**src/hw/rtl/scfl_pkg.sv**
```systemverilog
// ----------------------------------------------------------------------------
// scfl_pkg
// Shared types and constants of the size-class free-list allocator.
// ----------------------------------------------------------------------------
`default_nettype none

package scfl_pkg;

	localparam int ADDR_W     = 16;    // byte address width
	localparam int CFG_W      = 7;     // config register width
	localparam int CFG_IDX_W  = 2;     // config register index width
	localparam int CLS_W      = 5;     // size class code width
	localparam int PG_W       = 13;    // page count arithmetic width
	localparam int LINK_WORDS = 16384; // one next pointer per 4-byte word
	localparam int LINK_AW    = 14;

	typedef enum logic [CFG_IDX_W-1:0] {
		CFG_BASE_PAGES  = 2'd0,
		CFG_LIMIT_PAGES = 2'd1,
		CFG_GROW_MIN    = 2'd2,
		CFG_GROW_MAX    = 2'd3
	} cfg_reg_t;

	typedef enum logic [0:0] {
		OP_ALLOC   = 1'b0,
		OP_RELEASE = 1'b1
	} opcode_t;

	typedef enum logic [2:0] {
		ST_IDLE,
		ST_POP,
		ST_REL,
		ST_GROW,
		ST_COMMIT,
		ST_CARVE,
		ST_FILL,
		ST_POPRD
	} state_t;

	// growth plan: growth needed, current total, pages to add
	typedef struct packed {
		logic            need;
		logic [PG_W-1:0] cur;
		logic [PG_W-1:0] plus;
	} grow_plan_t;

endpackage

`default_nettype wire

```
**src/hw/rtl/scfl_grow.sv**
```systemverilog
// ----------------------------------------------------------------------------
// scfl_grow
// Works out whether the spare pool must grow and by how many pages.
// ----------------------------------------------------------------------------
`default_nettype none

module scfl_grow (
	input  wire logic [scfl_pkg::CFG_W-1:0] base_pages,
	input  wire logic [scfl_pkg::CFG_W-1:0] grow_min,
	input  wire logic [scfl_pkg::CFG_W-1:0] grow_max,
	input  wire logic [scfl_pkg::PG_W-1:0]  grown,
	input  wire logic [scfl_pkg::PG_W-1:0]  spare,
	input  wire logic [scfl_pkg::PG_W-1:0]  want,
	output scfl_pkg::grow_plan_t            plan
);
	import scfl_pkg::*;

	logic [PG_W-1:0] base_eff;
	logic [PG_W-1:0] cur;
	logic [PG_W-1:0] short;
	logic [PG_W-1:0] plus;

	assign base_eff = (base_pages == '0) ? PG_W'(1) : PG_W'(base_pages);
	assign cur      = base_eff + grown;
	assign short    = want - spare;

	always_comb begin
		plus = cur;
		if (plus < PG_W'(grow_min)) begin
			plus = PG_W'(grow_min);
		end
		if (plus > PG_W'(grow_max)) begin
			plus = PG_W'(grow_max);
		end
		if (plus < short) begin
			plus = short;
		end
	end

	assign plan.need = (spare < want);
	assign plan.cur  = cur;
	assign plan.plus = plus;

endmodule

`default_nettype wire
```
**config.mk**
```make
export PLATFORM = sky130hd
export DESIGN_NAME = scfl_grow
export DESIGN_NICKNAME = d
export VERILOG_FILES = /design/src/hw/rtl/scfl_pkg.sv /design/src/hw/rtl/scfl_grow.sv
export SDC_FILE = /design/constraint.sdc
export NUM_CORES = 1
export LEC_CHECK = 0
export ABC_AREA = 1
export BUFFER_PORTS_ARGS = -buffer_cell sky130_fd_sc_hd__clkbuf_2
export CAP_MARGIN = 40
export CORE_ASPECT_RATIO = 1.75
export CORE_MARGIN = 10
export CORE_UTILIZATION = 39
export DETAILED_ROUTE_END_ITERATION = 8
export GPL_TIMING_DRIVEN = 0
export PLACE_DENSITY = 0.69
export SETUP_SLACK_MARGIN = 0.2
export SLEW_MARGIN = 20
export SYNTH_ARGS = -nofsm -noshare
export SYNTH_HDL_FRONTEND = slang
export SYNTH_SLANG_ARGS = --single-unit
export TNS_END_PERCENT = 1
```
**constraint.sdc**
```tcl
create_clock -name vclk -period 6.6
set_input_delay 0.66 -clock vclk [all_inputs]
set_output_delay 0.66 -clock vclk [all_outputs]
set_load 0.005 [all_outputs]
```
Word level (Yosys, flattened, before mapping)
Index checks and enable logic that the tools add are counted.
{"block": "word_totals", "mem_bits_ro": 0, "mem_bits_rw": 0, "latch_bits": 0, "word_cells": 11, "memories": 0, "ff_bits": 0, "output_inout_bits": 27, "in_bits": 60}
{"block": "op_classes", "n_reduce_logical": 1, "shifts": 0, "n_eq_ne": 0, "div_mod_pow": 0, "bitwise_logic": 0, "magnitude_cmp": 4, "n_mul": 0, "add_sub_neg": 2, "n_mux": 4}
{"operator": "$mux 13", "count": 3}
{"operator": "$lt 13x13->1", "count": 2}
{"operator": "$add 7x13->13", "count": 1}
{"operator": "$gt 13x7->1", "count": 1}
{"operator": "$lt 13x7->1", "count": 1}
{"operator": "$sub 13x13->13", "count": 1}
{"operator": "$logic_not 7->1", "count": 1}
{"operator": "$mux 7", "count": 1}

Depth between registers and ports, before layout
Gate-level depths: netlist of the first run.
{"block": "depth", "word_depth": 9, "mapped_depth": 40, "mapped_depth_nobuf": 37}

Worst setup path after synthesis of the first run
Ideal clock, no wire load.
{"block": "synth_timing", "path_type": "input -> output", "start": "in base_pages[6] (netlist name)", "end": "out plan[11] (netlist name)", "arrival_ns": 5.717, "path_buffers": 3, "t_required_ns": 5.940, "slack_ns": 0.223, "cell_stages": 35, "path_cell_list": "nor3_1 -> a31o_2 -> ha_1 -> inv_1 -> fa_1 -> nand3b_1 -> nand2_2 -> xor2_1 -> ha_1 -> a21oi_1 -> o221ai_1 -> nand3_1 -> nand3_2 -> buf_2 -> nand2_1 -> o21ai_1 -> ha_1 -> a21oi_1 -> nand2_1 -> o21bai_1 -> nand2_1 -> nor3_1 -> nand2_1 -> nand2_2 -> buf_2 -> nand2_1 -> o21ai_0 -> ha_1 -> a21oi_1 -> nor2_1 -> a211oi_1 -> o221a_2 -> nand2_4 -> buf_8 -> nor2_1"}
{"item": "from (decl)", "line": "scfl_grow.sv:8", "rtl": "input wire logic [scfl_pkg::CFG_W-1:0] base_pages,"}
{"item": "to (decl)", "line": "scfl_grow.sv:14", "rtl": "output scfl_pkg::grow_plan_t plan"}

==> reports/qor.yml, run 1 <==
worst_setup_path:
  crit_path_start_kind: "input port"
  timing.setup.critical_path_class: "in -> out"
  critPathTopFamily: "simple AND/OR/NAND/NOR gates"
  critPathRequiredTime_ps: 5940
  maximum_fanout_along_the_worst_path: 10
  critical-path-slowest-cell: "fa_2"
  critical_path.endpoint_type: "output port"
  path_common_cell: "nand2_1"
  critical_path.n_buffers_inverters: 6
  arrival_ps: 5850
  worst_setup_path_startpoint: "base_pages[5]"
  crit_path_max_incr_delay_ps: 370
finish:
  area_used_by_multi_input_combinational_logic_um2: 2041
  n_antenna_cell: 0
  finalNetCount: 602
  layout.cell_area.non_filler_um2: 3029
  clock_buffer_count: 0
  final-seq-area_um2: 0
  utilization_pct: 54.67
  area_growth_pct: 37.25
  n_fill_cell: 610
  numSequentialCells: 0
  layout-drive-gt1-share_pct: 31.85
floorplan:
  dieArea_um2: 9187
  initial_util_pct: 39.84
  core_um2: 5540
  fp.dieH_um: 119.5
  die_w_um: 76.87
  core.rowCount: 36
  io_pins: 87
job:
  max_cap_viol_count: 0
global_routing:
  grt_start_max_net_pins: 11
  first_global_vias: 2868
  grt_first_pass_wirelength_mm: 11.71
  antenna_found_initial: 0
  grt-ovfl-total: 0
  grt_use_total_pct: 14.35
sta:
  timing.final.crit_period_ps: 6510
  fin_setup_tns_ps: 0
  setup_violation_total_in_the_final_timing_report: 0
  finalCritPeriodShare_pct: 98.64
  achievable-frequency_ghz: 0.1536
  final_count_of_pins_violating_max_slew: 0
  worst_slack_ps: 89.59
  finalHoldViolations: 0
  hold_slack_ps: 1671
  rsz0062_at_grt: "true"
route:
  number_of_vias_after_detailed_routing: 2789
  routed_wirelength_mm: 6.983
  dr_drc_count: 0
  postRouteAntennaNets: 0
  drt_iter0_markers: 61
  routed_via_density: 4.902
  drt-pass1-iter-count: 5
  wl_per_cell_um: 12.27
placed_design:
  routabilityCongestion: 0.8605
  io_buffer_count: 87
  placement.setup.worst_slack_ps: -717.5
  place_area_um2: 2756
  post-dp-hpwl_mm: 6.032
power_and_ir_drop:
  p_leak_nw: 1.839
  powerDensity_nw_per_um2: 122.9
  vdd_drop_max_mv: 0.06706
logic_synthesis:
  synth.yosys.warnings: 0
  synth_seq_area_share_pct: 0
  ys_types: 31
  syn_inst: 384
  synthesis.area_per_instance_um2: 5.748
  syn_area_um2: 2207
run_status:
  run_status: "completed"
worst_hold_path:
  hold_path_class: "in -> out"
  timing.hold.worst.start: "grown[12]"
cts:
  cts.hold.buffers_added: 0
-- cells in the mapped netlist, types with 3 or more instances --
library cell / n / area (um^2)
a21oi_1: 27 / 135.1
ha_1: 45 / 563.0
inv_1: 72 / 270.3
inv_2: 4 / 15.01
nand2_1: 102 / 382.9
nand2_2: 15 / 93.84
nand3_1: 22 / 110.1
nand3_2: 3 / 30.03
nand3b_1: 3 / 22.52
nand4_1: 5 / 31.28
nor2_1: 23 / 86.33
nor3_1: 6 / 30.03
o21ai_0: 12 / 60.06
o21ai_1: 6 / 30.03
o21bai_1: 3 / 22.52
xnor2_1: 6 / 52.55
xor2_1: 10 / 87.58
-- cells by family (layout without fill, tap and decap cells) --
kind of cell	count (synthesis)	count (layout)	synth area share [%]
AO/OA/AOI/OAI	56	56	14.29
XOR/XNOR	16	16	6.349
adder cells (fa/ha/maj)	47	47	27.32
buffers and inverters	81	185	14.40
other	1	6	0.1699
AND/OR/NAND/NOR	183	183	37.47
-- tightest hold or removal path, delay by kind of cell --
kind	cells	cell delay, ps
buffers and inverters	3	220
and+or+nand+nor	2	120
-- timing repair --
| item | CTS | global route |
|---|---|---|
| gates resized for setup | 19 | 17 |
| setup endpoints to repair | 13 | 13 |
| pin swaps | 12 | 5 |
| buffers inserted | 15 | 1 |
| gates cloned | 1 | 0 |
-- routing by layer --
layer  track usage (%)  wire [um]  vias up
li1                  -          -     1443
met1             13.45       2500     1233
met2             29.56       3798       98
met3             3.139        497       15
met4             3.738        186        0
met5                 0          0        -
-- area by class of cell --
cell class,count,share of cell area [%]
Buffer,5,1.487
Inverter,76,9.418
Multi-Input combinational cell,308,67.37
Tap cell,76,3.139
Timing Repair Buffer,104,18.59
-- stage by stage --
stage | std cells | power, mW
floorplan | 389 | 0.2223
global placement | 552 | 0.3242
detailed placement | 552 | 0.3307
CTS | 568 | 0.3577
global route | 569 | 0.4219
finish | 569 | 0.3724
-- placed cells by master (no fill, tap or decap), types with 16 or more instances in the layout --
cell type	count
nor2_1	20
clkbuf_2	83
inv_1	72
a21oi_1	25
nand2_2	16
nand2_1	101
nand3_1	21
buf_4	17
ha_1	40
-- worst paths after layout --
| path | to | slack (ps) | cells past startpoint |
|---|---|---|---|
| worst min-delay path | plan[25] | 1670 | 5 |
| worst max-delay path | plan[11] | 90 | 40 |
-- power breakdown --
| part | total [mW] | internal (mW) | switching (mW) |
|---|---|---|---|
| Clock | 0 | 0 | 0 |
| Combinational | 0.372 | 0.165 | 0.207 |
| Sequential | 0 | 0 | 0 |
| Total | 0.372 | 0.165 | 0.207 |
Note: power is estimated with default switching activity, not from simulation.
==> inputs of run 2 (changes only) <==
- ABC_AREA: 1 -> 0
==> reports/qor.yml, run 2 <==
run_status:
  run_status: "complete, but fails checks"
  violations: "setup timing"
logic_synthesis:
  dominant_combinational_cell_family_by_area_after_synthesis: "compound AO/OA/AOI/OAI gates"
  largest_area_contributor_in_the_synthesized_netlist: "ha_1"
  netlist.area_leader.share_pct: 25.80
  post_synth_xor_area_fraction_pct: 6.823
  post_synthesis_simple_gate_area_fraction_pct: 19.84
  synthMuxAreaShare_pct: 7.397
  synthesis.area_per_instance_um2: 7.249
  post-synth-top-count-cell: "ha_1"
  compound_cell_area_share_of_the_yosys_netlist_pct: 29.19
  synth.yosys.warnings: 0
  yosys-top-cells-area: "ha_1 26%, inv_1 7.2%, a21o_1 6.2%, xnor2_1 5.2%, mux2_2 4.6%"
  ys_types: 48
  synth_seq_area_share_pct: 0
  syn_area_um2: 2182
  synthAdderAreaFrac_pct: 27.64
  list_of_most_frequent_post_synthesis_cells: "45 x ha_1, 42 x inv_1, 26 x nor2_1"
  syn_inst: 301
sta:
  finalCritPeriodShare_pct: 114.5
  worstMarginPinSlew_ps: 605.7
  worst_slack_ps: -959.2
  achievable-frequency_ghz: 0.1323
  maxSlewHeadroom_pct: 58.58
  finalHoldViolations: 0
  timing.final.crit_period_ps: 7559
  final_count_of_pins_violating_max_slew: 0
  rsz0062_at_grt: "true"
  setup_violation_total_in_the_final_timing_report: 13
worst_setup_path:
  critPathRequiredTime_ps: 5940
  timing.setup.critical_path_class: "in -> out"
  crit_path_max_incr_delay_ps: 360
  arrival_ps: 6900
  critical_path.endpoint_type: "output port"
  crit_path_start_kind: "input port"
  maximum_fanout_along_the_worst_path: 6
  critical-path-slowest-cell: "fa_2"
placed_design:
  routabilityCongestion: 0.7565
  post-dp-hpwl_mm: 5.949
  io_buffer_count: 86
worst_hold_path:
  hold_path_end: "plan[25]"
  timing.hold.worst.start: "grown[12]"
  hold_path_class: "in -> out"
  holdPathStages: 3
route:
  postRouteAntennaNets: 0
  number_of_vias_after_detailed_routing: 2550
  routed_wirelength_mm: 6.992
  wl_per_cell_um: 14.45
  drt_iter0_markers: 76
  drt-pass1-iter-count: 4
  dr_drc_count: 0
  routed_via_density: 5.269
floorplan:
  core.rowCount: 36
  core_um2: 5495
  io_pins: 87
  initial_util_pct: 39.71
  dieArea_um2: 9105
  fp.dieH_um: 119.0
  die_w_um: 76.55
global_routing:
  grt_first_pass_wirelength_mm: 11.68
  grt_use_total_pct: 14.53
  grt-ovfl-total: 0
  grt_start_max_net_pins: 11
  antenna_found_initial: 0
  first_global_vias: 2709
finish:
  layout.cells.most_common_list: "84 x clkbuf_2, 40 x inv_1, 39 x ha_1"
  final-seq-area_um2: 0
  n_fill_cell: 542
  mostFrequentLayoutCell: "clkbuf_2"
  numSequentialCells: 0
  layout-drive-gt1-share_pct: 37.25
  utilization_pct: 56.76
  n_antenna_cell: 0
  area_growth_pct: 42.95
  finalNetCount: 517
  clock_buffer_count: 0
power_and_ir_drop:
  p_leak_nw: 1.619
  seqPwrFrac_pct: 0
  power.share.switching_pct: 52.29
  internal_power_mw: 0.1975
  fin_total_pwr_mw: 0.4140
  switchingPower_mw: 0.2165
  vdd_drop_max_mv: 0.07334
  clock_power_share_pct: 0
  combPwrFrac_pct: 100.0
  powerDensity_nw_per_um2: 132.7
job:
  max_cap_viol_count: 0
-- run 2: timing repair --
item | CTS | global route
setup endpoints to repair | 13 | 13
buffers inserted | 15 | 1
hold buffers | 0 | 0
pin swaps | 19 | 3
resized for setup | 18 | 1
-- run 2: cells by family (layout without fill, tap and decap cells) --
| logic type | Yosys count | in the layout |
|---|---|---|
| compound gates | 88 | 88 |
| simple gates | 85 | 85 |
| buf+inv | 48 | 150 |
| fa+ha+maj | 47 | 47 |
| xor+xnor | 17 | 17 |
| mux | 15 | 15 |
| other cells | 1 | 6 |
-- run 2: stage by stage --
stage,setup slack [ps],area [um^2],hold WS [ps],TNS (ps),cells
after floorplan,-518.4,2345,1375,-6232,306
after global placement,-1412,2870,1591,-16970,468
after detailed placement,-1488,2870,1598,-17820,468
after CTS,-882.8,3107,1598,-10480,483
after global routing,-1299,3119,1608,-15940,484
final,-959.2,3119,1595,-11070,484
-- run 2: worst max path at each step --
stage | startpoint | to | slack (ps) | depth (start not counted)
global route | base_pages[1] | plan[3] | -1300 | 35
finish | base_pages[1] | plan[3] | -960 | 35
floorplan | base_pages[1] | plan[0] | -520 | 33
detailed placement | base_pages[1] | plan[4] | -1490 | 35
global placement | base_pages[1] | plan[5] | -1410 | 35
CTS | base_pages[1] | plan[1] | -880 | 35
-- run 2: power groups by stage --
stage          Clock (mW)  Sequential [mW]  Combinational [mW]
2_1_floorplan           0                0               0.255
6_report                0                0               0.414
4_1_cts                 0                0               0.409
3_5_place_dp            0                0               0.365
3_3_place_gp            0                0               0.359
5_1_grt                 0                0               0.460
-- run 2: worst max-delay path: cells and delay by family --
family,cells,cell delay (ps)
fa+ha+maj,5,1380
buf+inv,7,740
compound gates,12,2070
mux,2,660
simple gates,8,1230
xor+xnor,1,140
-- run 2: metal layers --
| metal | routed length [um] | share of wire, % | GRT usage, % |
|---|---|---|---|
| met4 | 118 | 1.7 | 2.570 |
| met5 | 0 | 0 | 0 |
| met3 | 425 | 6.1 | 2.861 |
| met2 | 3951 | 57 | 31.09 |
| met1 | 2496 | 36 | 13.38 |
-- run 2: final cells by class --
class	count	area [um^2]	area share, %
inverters	42	157.7	5.054
well taps	76	95.09	3.049
multi-input cells	258	2245	71.96
repair buffers	102	584.3	18.73
plain buffers	6	37.54	1.203
