$ cat src/hw/rtl/scfl_pkg.sv
// ----------------------------------------------------------------------------
// scfl_pkg
// Shared types and constants of the size-class free-list allocator.
// ----------------------------------------------------------------------------
`default_nettype none

package scfl_pkg;

	localparam int ADDR_W     = 16;    // byte address width
	localparam int CFG_W      = 7;     // config register width
	localparam int CFG_IDX_W  = 2;     // config register index width
	localparam int CLS_W      = 5;     // size class code width
	localparam int PG_W       = 13;    // page count arithmetic width
	localparam int LINK_WORDS = 16384; // one next pointer per 4-byte word
	localparam int LINK_AW    = 14;

	typedef enum logic [CFG_IDX_W-1:0] {
		CFG_BASE_PAGES  = 2'd0,
		CFG_LIMIT_PAGES = 2'd1,
		CFG_GROW_MIN    = 2'd2,
		CFG_GROW_MAX    = 2'd3
	} cfg_reg_t;

	typedef enum logic [0:0] {
		OP_ALLOC   = 1'b0,
		OP_RELEASE = 1'b1
	} opcode_t;

	typedef enum logic [2:0] {
		ST_IDLE,
		ST_POP,
		ST_REL,
		ST_GROW,
		ST_COMMIT,
		ST_CARVE,
		ST_FILL,
		ST_POPRD
	} state_t;

	// growth plan: growth needed, current total, pages to add
	typedef struct packed {
		logic            need;
		logic [PG_W-1:0] cur;
		logic [PG_W-1:0] plus;
	} grow_plan_t;

endpackage

`default_nettype wire

$ cat src/hw/rtl/scfl_size_class.sv
// ----------------------------------------------------------------------------
// scfl_size_class
// Maps a request size to its power-of-two class code.
// ----------------------------------------------------------------------------
`default_nettype none

module scfl_size_class #(
	parameter int PAGE_BITS = 10
) (
	input  wire logic [scfl_pkg::ADDR_W-1:0] size,
	output logic      [scfl_pkg::CLS_W-1:0]  cls
);
	import scfl_pkg::*;

	localparam logic [ADDR_W:0] THRESH = (ADDR_W+1)'((1 << PAGE_BITS) - 1);

	logic [ADDR_W:0]  s;
	logic [CLS_W-1:0] blen;

	// requests of at least (1 << PAGE_BITS) - 1 bytes carry a 4-byte header
	assign s = ({1'b0, size} >= THRESH) ? ({1'b0, size} + (ADDR_W+1)'(4)) : {1'b0, size};

	always_comb begin
		blen = '0;
		for (int i = 0; i <= ADDR_W; i++) begin
			if (s[i]) begin
				blen = CLS_W'(i + 1);
			end
		end
	end

	assign cls = (blen < CLS_W'(3)) ? CLS_W'(3) : blen;

endmodule

`default_nettype wire

$ cat config.mk
export PLATFORM = sky130hd
export DESIGN_NAME = scfl_size_class
export DESIGN_NICKNAME = d
export VERILOG_FILES = /design/src/hw/rtl/scfl_pkg.sv /design/src/hw/rtl/scfl_size_class.sv
export SDC_FILE = /design/constraint.sdc
export NUM_CORES = 1
export LEC_CHECK = 0
export BUFFER_PORTS_ARGS = -buffer_cell sky130_fd_sc_hd__clkbuf_2
export CAP_MARGIN = 20
export CORE_UTILIZATION = 58
export DETAILED_ROUTE_END_ITERATION = 8
export GPL_TIMING_DRIVEN = 0
export PLACE_DENSITY = 0.85
export SLEW_MARGIN = 20
export SYNTH_ARGS = -nofsm -noshare
export SYNTH_HDL_FRONTEND = slang
export SYNTH_SLANG_ARGS = --single-unit
$ cat constraint.sdc
create_clock -name vclk -period 2.2
set_clock_uncertainty 0.2 [all_clocks]
set_input_delay 0.11 -clock vclk [all_inputs]
set_output_delay 0.11 -clock vclk [all_outputs]
set_load 0.01 [all_outputs]
Word level (Yosys, flattened, before mapping)
Index checks and enable logic that the tools add are counted.
- flip-flop bits (word level): 0
- bits in latches: 0
- RAM bits: 0
- bits in read-only memories: 0
- input port bits: 16
- output and inout bits: 5
- memories: 0
- $add $sub $neg: 1
- $mul: 0
- divide/modulo/power cells: 0
- $lt $le $gt $ge: 2
- equality and inequality tests: 0
- shift operators: 0
- multiplexer cells: 19
- bitwise gates (word level): 0
- reductions and logical operators: 0
- operators with widths (operator ; number):
    two-way mux 5 bit ; 17
    adder 16 x 3 -> 17 bit, second input constant ; 1
    two-way mux 17 bit ; 1
    >= comparator 16 x 10 -> 1 bit, second input constant ; 1
    less-than comparator 5 x 2 -> 1 bit, second input constant ; 1
    two-way mux 1 bit ; 1

Logic depth before layout (Yosys ltp)
Gate-level depths: netlist of the first run.
- word-level depth: 21
- mapped depth: 10

Worst setup path before layout of the first run
Ideal clock, no wire load.
- kind: input -> output
- start: input size[2] (netlist name)
- end: output cls[0] (netlist name)
- arrival: 1.724 ns
- required time: 1.890 ns
- path slack: 0.166 ns
- cell stages on the path: 9
- buffers on the path: 1
- path through: ha_1 -> and3_1 -> buf_2 -> and3_4 -> o21ai_1 -> nor4_1 -> a311o_1 -> a211oi_2 -> o21ai_1
- word-level cells in the longest chain between the ends: 21
- elaborated cells between the ends (all ways): 22
- classes of those cells: 1 x add/sub; 2 x order compare; 19 x mux
- RTL lines (item ; line ; text):
    from (decl) ; scfl_size_class.sv:10 ; input wire logic [scfl_pkg::ADDR_W-1:0] size,
    >= comparator 16 x 10 -> 1 bit ; scfl_size_class.sv:21 ; assign s = ({1'b0, size} >= THRESH) ? ({1'b0, size} + (ADDR_W+1)'(4)) : {1'b0, size};
    two-way mux 17 bit (*) ; scfl_size_class.sv:21 ;
    two-way mux 1 bit ; scfl_size_class.sv:26 ; if (s[i]) begin
    two-way mux 5 bit (15 in a row) ; scfl_size_class.sv:26 ;
    two-way mux 5 bit (*) ; scfl_size_class.sv:26 ;
    less-than comparator 5 x 2 -> 1 bit ; scfl_size_class.sv:32 ; assign cls = (blen < CLS_W'(3)) ? CLS_W'(3) : blen;
    two-way mux 5 bit (*) ; scfl_size_class.sv:32 ;
    to (decl) ; scfl_size_class.sv:11 ; output logic [scfl_pkg::CLS_W-1:0] cls
Mark *: on every way between the ends. The rest lies on a longest branch, timed or not.

Final worst setup path of the first run
- start: input size[15] (netlist name)
- end: output cls[0] (netlist name)
The elaborated chain is that of the path after synthesis.

==> impl_metrics.yaml, run 1 <==
outcome:
  status: "finished with violations"
  violations: "negative setup slack"
critical_path:
  worstSetupEndpointType: "output pin"
  cp-start-kind: "input port"
  critPathMaxStageDelay_ps: 330
  path_max_fanout: 3
  crit_chain: "buf_12 -> nor4_4 -> buf_4 -> buf_6 -> a211oi_2 -> a31oi_1 -> o22ai_2 -> nor3b_2 -> a31oi_1 -> o21ai_1 -> buf_2"
  worst_ep_required_time_ps: 1890
  worst_path_most_repeated_cell: "a31oi_1"
  slowest_stage: "nor4_4"
  worstPathArrival_ps: 1930
  path_class: "input port to output pin"
detailed_routing:
  via_per_inst: 7.12
  drtIter0Drc: 60
  ant_nets: 0
  wirelength_um: 2830
  drcViolationCount: 0
  wl_per_cell_um: 17.6
  drt-pass1-iter-count: 4
  vias: 1147
final_layout:
  utilization_pct: 86.2
  area_growth_syn_to_layout_pct: 33.8
  finalInstanceArea_mm2: 0.00115
  final_nets: 165
  n_antenna_cell: 0
  seq_cells: 0
  clock_buffers: 0
  fill_cells: 78
  drive_above_1_share_pct: 43.8
  ff_latch_area_um2: 0
yosys:
  synthTopCellsByArea: "a21oi_1 (6.4%), a31oi_1 (4.4%), nand4_1 (4.4%)"
  yosysTopAreaCell: "a21oi_1"
  synthTopCellsByCount: "a21oi_1 (11), nand2_1 (9), nand3_1 (7)"
  postSynthAreaPerCell_um2: 6.82
  syn-cell-area_um2: 860
  syn_inst: 126
  yosysMostFrequentCell: "a21oi_1"
  yosys.cell_types.count: 51
  seq_area_frac_synth_pct: 0
  syn-num-nets: 143
  yosys_warnings: 0
  synth_top_area_share_pct: 6.40
clocking:
  cts_hold_buf: 0
timing:
  tightest_slew_ps: 349
  rsz0062_at_grt: "yes"
  slew_headroom_pct: 76.7
  fin_crit_ps: 2240
  fin_ws_ps: -43.7
  finalSetupViolations: 1
  slew_viol_final: 0
  timing.fmax_mhz: 446
  finalHoldViolCount: 0
  post-route-period-util_pct: 102
global_route:
  grt.total_usage_pct: 31.6
  grt_pass1_vias: 850
  busiest_layer: "met2"
  grtUsageMet3_pct: 1.11
  grt_pass1_wl_um: 3680
  grt_max_degree: 11
  antenna_found_initial: 0
  use_met1_pct: 46.5
  grtUsageMet2_pct: 51.2
  grt-ovfl-total: 0
floorplanning:
  core_area_mm2: 0.00133
  die_x_um: 40.5
  die_y_um: 40.5
  rows: 13
  initial_core_util_pct: 64.4
  dieArea_mm2: 0.00164
  io_pins: 21
placed_design:
  detailedPlace.worstSlack_ps: -186
  portBuffers: 13
  dpl.hpwl_um: 1750
  place_congestion: 0.915
  dpl_cell_area_um2: 943
run:
  drv_cap: 0
pwr:
  power.leakage_uw: 0.000446
  finalPower_uw: 189
  ir_worst_vdd_v: 0.000127
  p_per_area_mw_per_mm2: 164
min_path:
  hold_path.class: "input port to output pin"
==> final timing paths <==
path	slack (ps)	end	cells past startpoint	start
worst min-delay path	500	cls[0]	5	size[14]
worst max-delay path	-40	cls[0]	11	size[15]
==> layout make-up <==
cell class	instances	area, µm²	share of cell area [%]
plain buffers	10	82.6	7.18
inverters	3	11.3	0.979
multi-input cells	111	881	76.6
well taps	15	18.8	1.63
repair buffers	22	156	13.6
==> routing by layer <==
metal / routed length [µm] / vias up / part of all wire (%)
met5: 0 / - / 0
met4: 29 / 0 / 1.0
met3: 313 / 8 / 11
met2: 1320 / 85 / 47
met1: 1170 / 519 / 41
li1: - / 535 / -
==> kinds of logic (layout without fill, tap and decap cells) <==
group                      Yosys count  in the layout  share of synthesized area (%)
muxes                                5              5                           6.11
xor gates and xnor gates             2              2                           2.04
AOI/OAI and AO/OA                   49             49                           40.5
buffers and inverters               15             35                           10.9
and+or+nand+nor                     54             54                           39.0
adders and majority gates            1              1                           1.46
==> timing repair <==
action,4_1_cts,5_1_grt
setup buffers,2,7
setup endpoints to repair,4,4
pin swaps,4,14
resized for setup,11,37
cloned,0,0
==> power by group <==
part,switching [µW],total (µW),internal [µW]
Sequential,0,0,0
Clock,0,0,0
Combinational,102,189,86.8
Total,102,189,86.8
==> cell usage in the layout, fill, tap and decap left out, drive strengths merged, types with 2 or more instances in the layout <==
| cell | count |
|---|---|
| buf | 25 |
| a21oi | 13 |
| nand2 | 11 |
| o21ai | 8 |
| clkbuf | 7 |
| nand3 | 7 |
| nand4 | 6 |
| a31oi | 6 |
| and2 | 5 |
| nor2 | 5 |
| nand2b | 4 |
| a211oi | 4 |
| and3 | 4 |
| inv | 3 |
| a21o | 3 |
| mux2i | 3 |
| nor4 | 3 |
| nor3 | 2 |
| o211ai | 2 |
| o22a | 2 |
| nand3b | 2 |
| and4 | 2 |
| o221ai | 2 |
| a21boi | 2 |
| mux2 | 2 |
==> metrics by stage <==
step	hold WS (ps)	cells	setup TNS, ps
floorplan	257	126	0
global placement	425	154	-346
detailed placement	429	154	-516
CTS	429	156	-9.68
global route	507	161	-141
finish	500	161	-43.7
==> worst max-delay path: cells and delay by family <==
family / cells / cell delay, ps
AO/OA/AOI/OAI: 5 / 770
AND/OR/NAND/NOR: 2 / 510
buffers and inverters: 4 / 550
Power figures use the tool's default switching activity.
==> inputs of run 2 (changes only) <==
--- a/config.mk
+++ b/config.mk
@@ -5,12 +5,15 @@
 export SDC_FILE = /design/constraint.sdc
 export NUM_CORES = 1
 export LEC_CHECK = 0
+export ABC_AREA = 1
+export ABC_CLOCK_PERIOD_IN_PS = 2200
 export BUFFER_PORTS_ARGS = -buffer_cell sky130_fd_sc_hd__clkbuf_2
 export CAP_MARGIN = 20
-export CORE_UTILIZATION = 58
+export CORE_AREA = 2 2 39 41
 export DETAILED_ROUTE_END_ITERATION = 8
+export DIE_AREA = 0 0 41 43
 export GPL_TIMING_DRIVEN = 0
-export PLACE_DENSITY = 0.85
+export PLACE_DENSITY = 0.79
 export SLEW_MARGIN = 20
 export SYNTH_ARGS = -nofsm -noshare
 export SYNTH_HDL_FRONTEND = slang
==> run 2 against run 1 <==
  * The flow still finishes with violations (negative setup slack)
  * Final cell count is 3.7% lower
  * Worst hold slack worse by 54 ps
  * Non-clock buffer count is 4 lower
  * Critical endpoint is now cls[1]
==> impl_metrics.yaml, run 2 <==
critical_path:
  slowest_stage: "nor3_2"
  cpLargestDelayFamily: "simple AND/OR/NAND/NOR gates"
  path_buf_inv: 3
  crit_chain: "buf_4 -> ha_4 -> nand3_1 -> nor3_2 -> inv_1 -> nor2_2 -> nand2_2 -> nor2_2 -> xor2_2 -> nand2_1 -> nor2_2 -> nand4_2 -> nand2_1 -> clkbuf_2"
  worstPathArrival_ps: 1890
  path_max_fanout: 4
  cp-start-kind: "input port"
  worstSetupEndpointType: "output pin"
  worst_ep_required_time_ps: 1890
  path_class: "input port to output pin"
  worst_path_most_repeated_cell: "nor2_2"
  critPathMaxStageDelay_ps: 220
detailed_routing:
  wl_met2_um: 955
  vias: 801
  ant_nets: 0
  drtIter0Drc: 19
  top_layer_used: "met4"
  wirelength_met1_um: 772
  wl_per_cell_um: 11.6
  drcViolationCount: 0
  met3_length_um: 69
  via_per_inst: 5.17
  wirelength_um: 1800
  drt-pass1-iter-count: 4
yosys:
  syn_inst: 111
  synthTopCellsByCount: "nand2_1 (32), inv_1 (8), inv_2 (7), nor2_1 (7), nand2_2 (6)"
  yosys_warnings: 0
  synth_top_family_by_area: "simple AND/OR/NAND/NOR gates"
  synthTopCellsByArea: "nand2_1 (18%), xor2_2 (7.2%), nor2_4 (6.6%)"
  postSynthAreaPerCell_um2: 6.12
  syn-num-nets: 128
  yosys.cell_types.count: 27
  yosysTopAreaCell: "nand2_1"
  synthAdderAreaFrac_pct: 1.84
  yosysMostFrequentCell: "nand2_1"
  seq_area_frac_synth_pct: 0
  synth_simple_gate_area_share_pct: 65.7
  syn-cell-area_um2: 679
  synth-xor-area-share_pct: 14.9
  synth.mux.area_fraction_pct: 0
  synth_compound_area_share_pct: 8.10
  synth_top_area_share_pct: 17.7
min_path:
  hold_path.class: "input port to output pin"
pwr:
  p_per_area_mw_per_mm2: 150
  power.leakage_uw: 0.000434
  ir_worst_vdd_v: 0.0000921
placed_design:
  dp.cells: 147
  portBuffers: 20
  dpl_cell_area_um2: 800
  place_congestion: 0.810
  dpl.hpwl_um: 1260
final_layout:
  ff_latch_area_um2: 0
  utilization_pct: 69.3
  final_nets: 158
  n_antenna_cell: 0
  finalInstanceArea_um2: 960
  seq_cells: 0
  final_common_cell: "nand2_1"
  final_cell_mix: "nand2_1 (29), clkbuf_2 (14), buf_4 (10), nand2_2 (9), inv_1 (8)"
  drive_above_1_share_pct: 54.0
  fin_cells: 155
  clock_buffers: 0
  area_growth_syn_to_layout_pct: 41.3
global_route:
  grt_pass1_vias: 654
  grt.total_usage_pct: 18.9
  grt_max_degree: 8
  antenna_found_initial: 0
  grt-ovfl-total: 0
  grt_pass1_wl_um: 2490
timing:
  fin_ws_ps: -0.599
  tightest_slew_ps: 266
  rsz0062_at_grt: "yes"
  finalHoldViolCount: 0
  fin_crit_ps: 2200
  slew_headroom_pct: 82.2
  post-route-period-util_pct: 100
  timing.fmax_mhz: 454
  slew_viol_final: 0
  finalSetupViolations: 1
  finalSetupTns_ps: -0.599
floorplanning:
  die_x_um: 41
  dieArea_mm2: 0.00176
  io_pins: 21
  initial_core_util_pct: 49.1
  rows: 14
  core_area_mm2: 0.00138
  die_y_um: 43
outcome:
  status: "finished with violations"
  violations: "negative setup slack"
run:
  drv_cap: 0
[run 2: cell count changes after synthesis, sizes merged, moves of 4 or more]
| cell | before | now |
|---|---|---|
| nor2 | 5 | 16 |
| buf | 12 | 1 |
| and3 | 4 | 0 |
| inv | 3 | 15 |
| and2 | 5 | 0 |
| nand2 | 11 | 39 |
| nand2b | 4 | 0 |
| a21oi | 13 | 3 |
| a31oi | 6 | 1 |
| xor2 | 1 | 8 |
| a211oi | 4 | 0 |
[run 2: timing repair]
item,4_1_cts,5_1_grt
gates cloned,1,0
setup endpoints to repair,3,3
hold buffers,0,0
pin swaps,2,16
buffers inserted,1,6
hold endpoints to repair,0,0
resized for setup,4,27
[run 2: cells by family (layout without fill, tap and decap cells)]
kind of cell | after synthesis | count (layout)
adder cells (fa/ha/maj) | 1 | 1
XOR/XNOR | 9 | 9
AO/OA/AOI/OAI | 10 | 10
AND/OR/NAND/NOR | 75 | 76
buffers and inverters | 16 | 43
[run 2: through the flow]
| stage | hold WS (ps) | setup slack, ps | total power [µW] |
|---|---|---|---|
| 2_1_floorplan | 213 | 326 | 78.7 |
| 5_1_grt | 476 | -133 | 158 |
| 4_1_cts | 473 | 13.8 | 123 |
| 6_report | 446 | -0.599 | 144 |
| 3_5_place_dp | 473 | -124 | 118 |
| 3_3_place_gp | 462 | -94.5 | 116 |
[run 2: routing by layer]
| layer | GRT usage [%] | up-vias |
|---|---|---|
| li1 | - | 408 |
| met1 | 25.9 | 370 |
| met2 | 33.8 | 21 |
| met3 | 0 | 2 |
| met4 | 0 | 0 |
| met5 | 0 | - |
[run 2: cell type report]
class	instances	area, µm²
multi-input combinational	96	687
fill	114	424
timing repair buffer	27	186
inverter	15	58.8
tap	16	20.0
buffer	1	7.51
[run 2: final timing paths]
check | slack [ps] | to | from | cells past startpoint
min | 450 | cls[0] | size[15] | 5
max | -0.6 | cls[1] | size[3] | 14
[run 2: power by group]
group / switching [µW] / total, µW / leakage (µW) / internal, µW
logic: 83.7 / 144 / 0.000434 / 59.9
clock network: 0 / 0 / 0 / 0
registers: 0 / 0 / 0 / 0
==> inputs of run 3 (changes only) <==
--- a/config.mk
+++ b/config.mk
@@ -6,7 +6,7 @@
 export NUM_CORES = 1
 export LEC_CHECK = 0
 export ABC_AREA = 1
-export ABC_CLOCK_PERIOD_IN_PS = 2200
+export ABC_CLOCK_PERIOD_IN_PS = 2800
 export BUFFER_PORTS_ARGS = -buffer_cell sky130_fd_sc_hd__clkbuf_2
 export CAP_MARGIN = 20
 export CORE_AREA = 2 2 39 41
==> constraint.sdc (replaced) <==
create_clock -name vclk -period 2.8
set_clock_uncertainty 0.2 [all_clocks]
set_input_delay 0.14 -clock vclk [all_inputs]
set_output_delay 0.14 -clock vclk [all_outputs]
set_load 0.01 [all_outputs]
==> run 3 against run 2 <==
  * The flow now finishes without violations
  * Global-route usage is 1.4 points lower
  * Clock-buffer cell count stayed put
  * Setup slack better by 430 ps
  * Flip-flop and latch count stayed put
  * Highest routed layer is now met3
  * Worst hold slack better by 85 ps
  * Die area stayed put
  * Sequential share of layout area stayed put
  * Critical endpoint is now cls[0]
  * Largest cell class unchanged
  * Via count is 8.2% lower
  * Non-clock buffer count is 7 lower
==> impl_metrics.yaml, run 3 (same netlist as run 2, synthesis figures left out) <==
detailed_routing:
  drtIter0Drc: 14
  drcViolationCount: 0
  wirelength_um: 1370
  wl_per_cell_um: 9.34
  ant_nets: 0
  via_per_inst: 5.00
  vias: 735
  drt-pass1-iter-count: 4
timing:
  slew_viol_final: 0
  rsz0062_at_grt: "no"
  finalSetupTns_ps: 0
  post-route-period-util_pct: 84.8
  slew_headroom_pct: 80.7
  finalSetupViolations: 0
  holdWs_ps: 531
  finalHoldViolCount: 0
  timing.fmax_mhz: 421
  fin_ws_ps: 427
  fin_crit_ps: 2370
  tightest_slew_ps: 286
final_layout:
  final_common_cell: "nand2_1"
  fill_cells: 138
  fin_cells: 147
  multiInputGateArea_um2: 616
  final_cell_mix: "nand2_1 (32), clkbuf_2 (20), inv_1 (8), inv_2 (7), nor2_1 (7)"
  final_nets: 150
  area_growth_syn_to_layout_pct: 17.7
  ff_latch_area_um2: 0
  utilization_pct: 57.8
  n_antenna_cell: 0
  seq_cells: 0
  drive_above_1_share_pct: 44.3
  clock_buffers: 0
critical_path:
  worst_ep_required_time_ps: 2460
  worstSetupEndpointType: "output pin"
  path_max_fanout: 10
  path_class: "input port to output pin"
  worstPathArrival_ps: 2030
  cp-start-kind: "input port"
global_route:
  grt_pass1_wl_um: 2330
  antenna_found_initial: 0
  grt.total_usage_pct: 17.5
  grt_max_degree: 11
  grt-ovfl-total: 0
  grt_pass1_vias: 618
placed_design:
  dp.cells: 147
  detailedPlace.worstSlack_ps: 416
  portBuffers: 20
  place_congestion: 0.810
  dpl.hpwl_um: 1260
clocking:
  postCtsSetupBuffers: 0
  cts_hold_buf: 0
  post_cts_resize_count: 0
run:
  drv_cap: 0
floorplanning:
  rows: 14
  die_y_um: 43
  initial_core_util_pct: 49.1
  core_area_mm2: 0.00138
  die_x_um: 41
  dieArea_mm2: 0.00176
  io_pins: 21
pwr:
  ir_worst_vdd_v: 0.0000712
  power.leakage_uw: 0.000378
  p_per_area_mw_per_mm2: 116
min_path:
  hold_path.class: "input port to output pin"
outcome:
  status: "finished, final reports clean"
## run 3: changes by cell type in the layout (fill, tap and decap cells not counted), sizes merged
| cell | previous run | this run |
|---|---|---|
| clkbuf | 14 | 20 |
| buf | 14 | 1 |
| nand2 | 40 | 39 |
## run 3: cell type report
type,count,share of cell area (%)
Buffer,1,0.939
Inverter,15,7.04
Multi-Input combinational cell,95,77.0
Tap cell,16,2.50
Timing Repair Buffer,20,12.5
## run 3: worst paths after layout
| kind | from | depth (start not counted) | to | slack (ps) |
|---|---|---|---|---|
| worst max-delay path | size[2] | 20 | cls[0] | 430 |
| worst min-delay path | size[15] | 5 | cls[0] | 530 |
## run 3: stage by stage
step / instance area (µm²) / power [µW]
detailed placement: 800 / 93.0
global route: 800 / 105
CTS: 800 / 93.4
finish: 800 / 92.9
global placement: 800 / 91.0
floorplan: 679 / 61.8
## run 3: report_power, final
| group | total (µW) | leakage, µW | switching, µW | internal (µW) |
|---|---|---|---|---|
| combinational | 92.9 | 0.000378 | 57.7 | 35.2 |
| sequential | 0 | 0 | 0 | 0 |
| clock | 0 | 0 | 0 | 0 |
| total | 92.9 | 0.000378 | 57.7 | 35.2 |
## run 3: metal layers
metal,up-vias,global-route usage [%],part of all wire [%]
met5,-,0,0
met4,0,0,0
met3,0,0,2.0
met2,13,31.3,51
met1,328,24.0,47
li1,394,-,-
## run 3: critical path, cell delays in order
cell,delay (ps)
clkbuf_2,140
ha_1,260
nand2_1,110
nor2_4,110
nand3_4,110
nand2_4,150
nand4_2,90
xor2_1,190
nand2_1,80
nand2_1,50
nand2_1,40
nand2_1,50
nand2_1,50
nand2_1,60
nand2_1,40
nand2_1,60
nand2_1,40
nand2_1,70
nand3_2,50
clkbuf_2,120
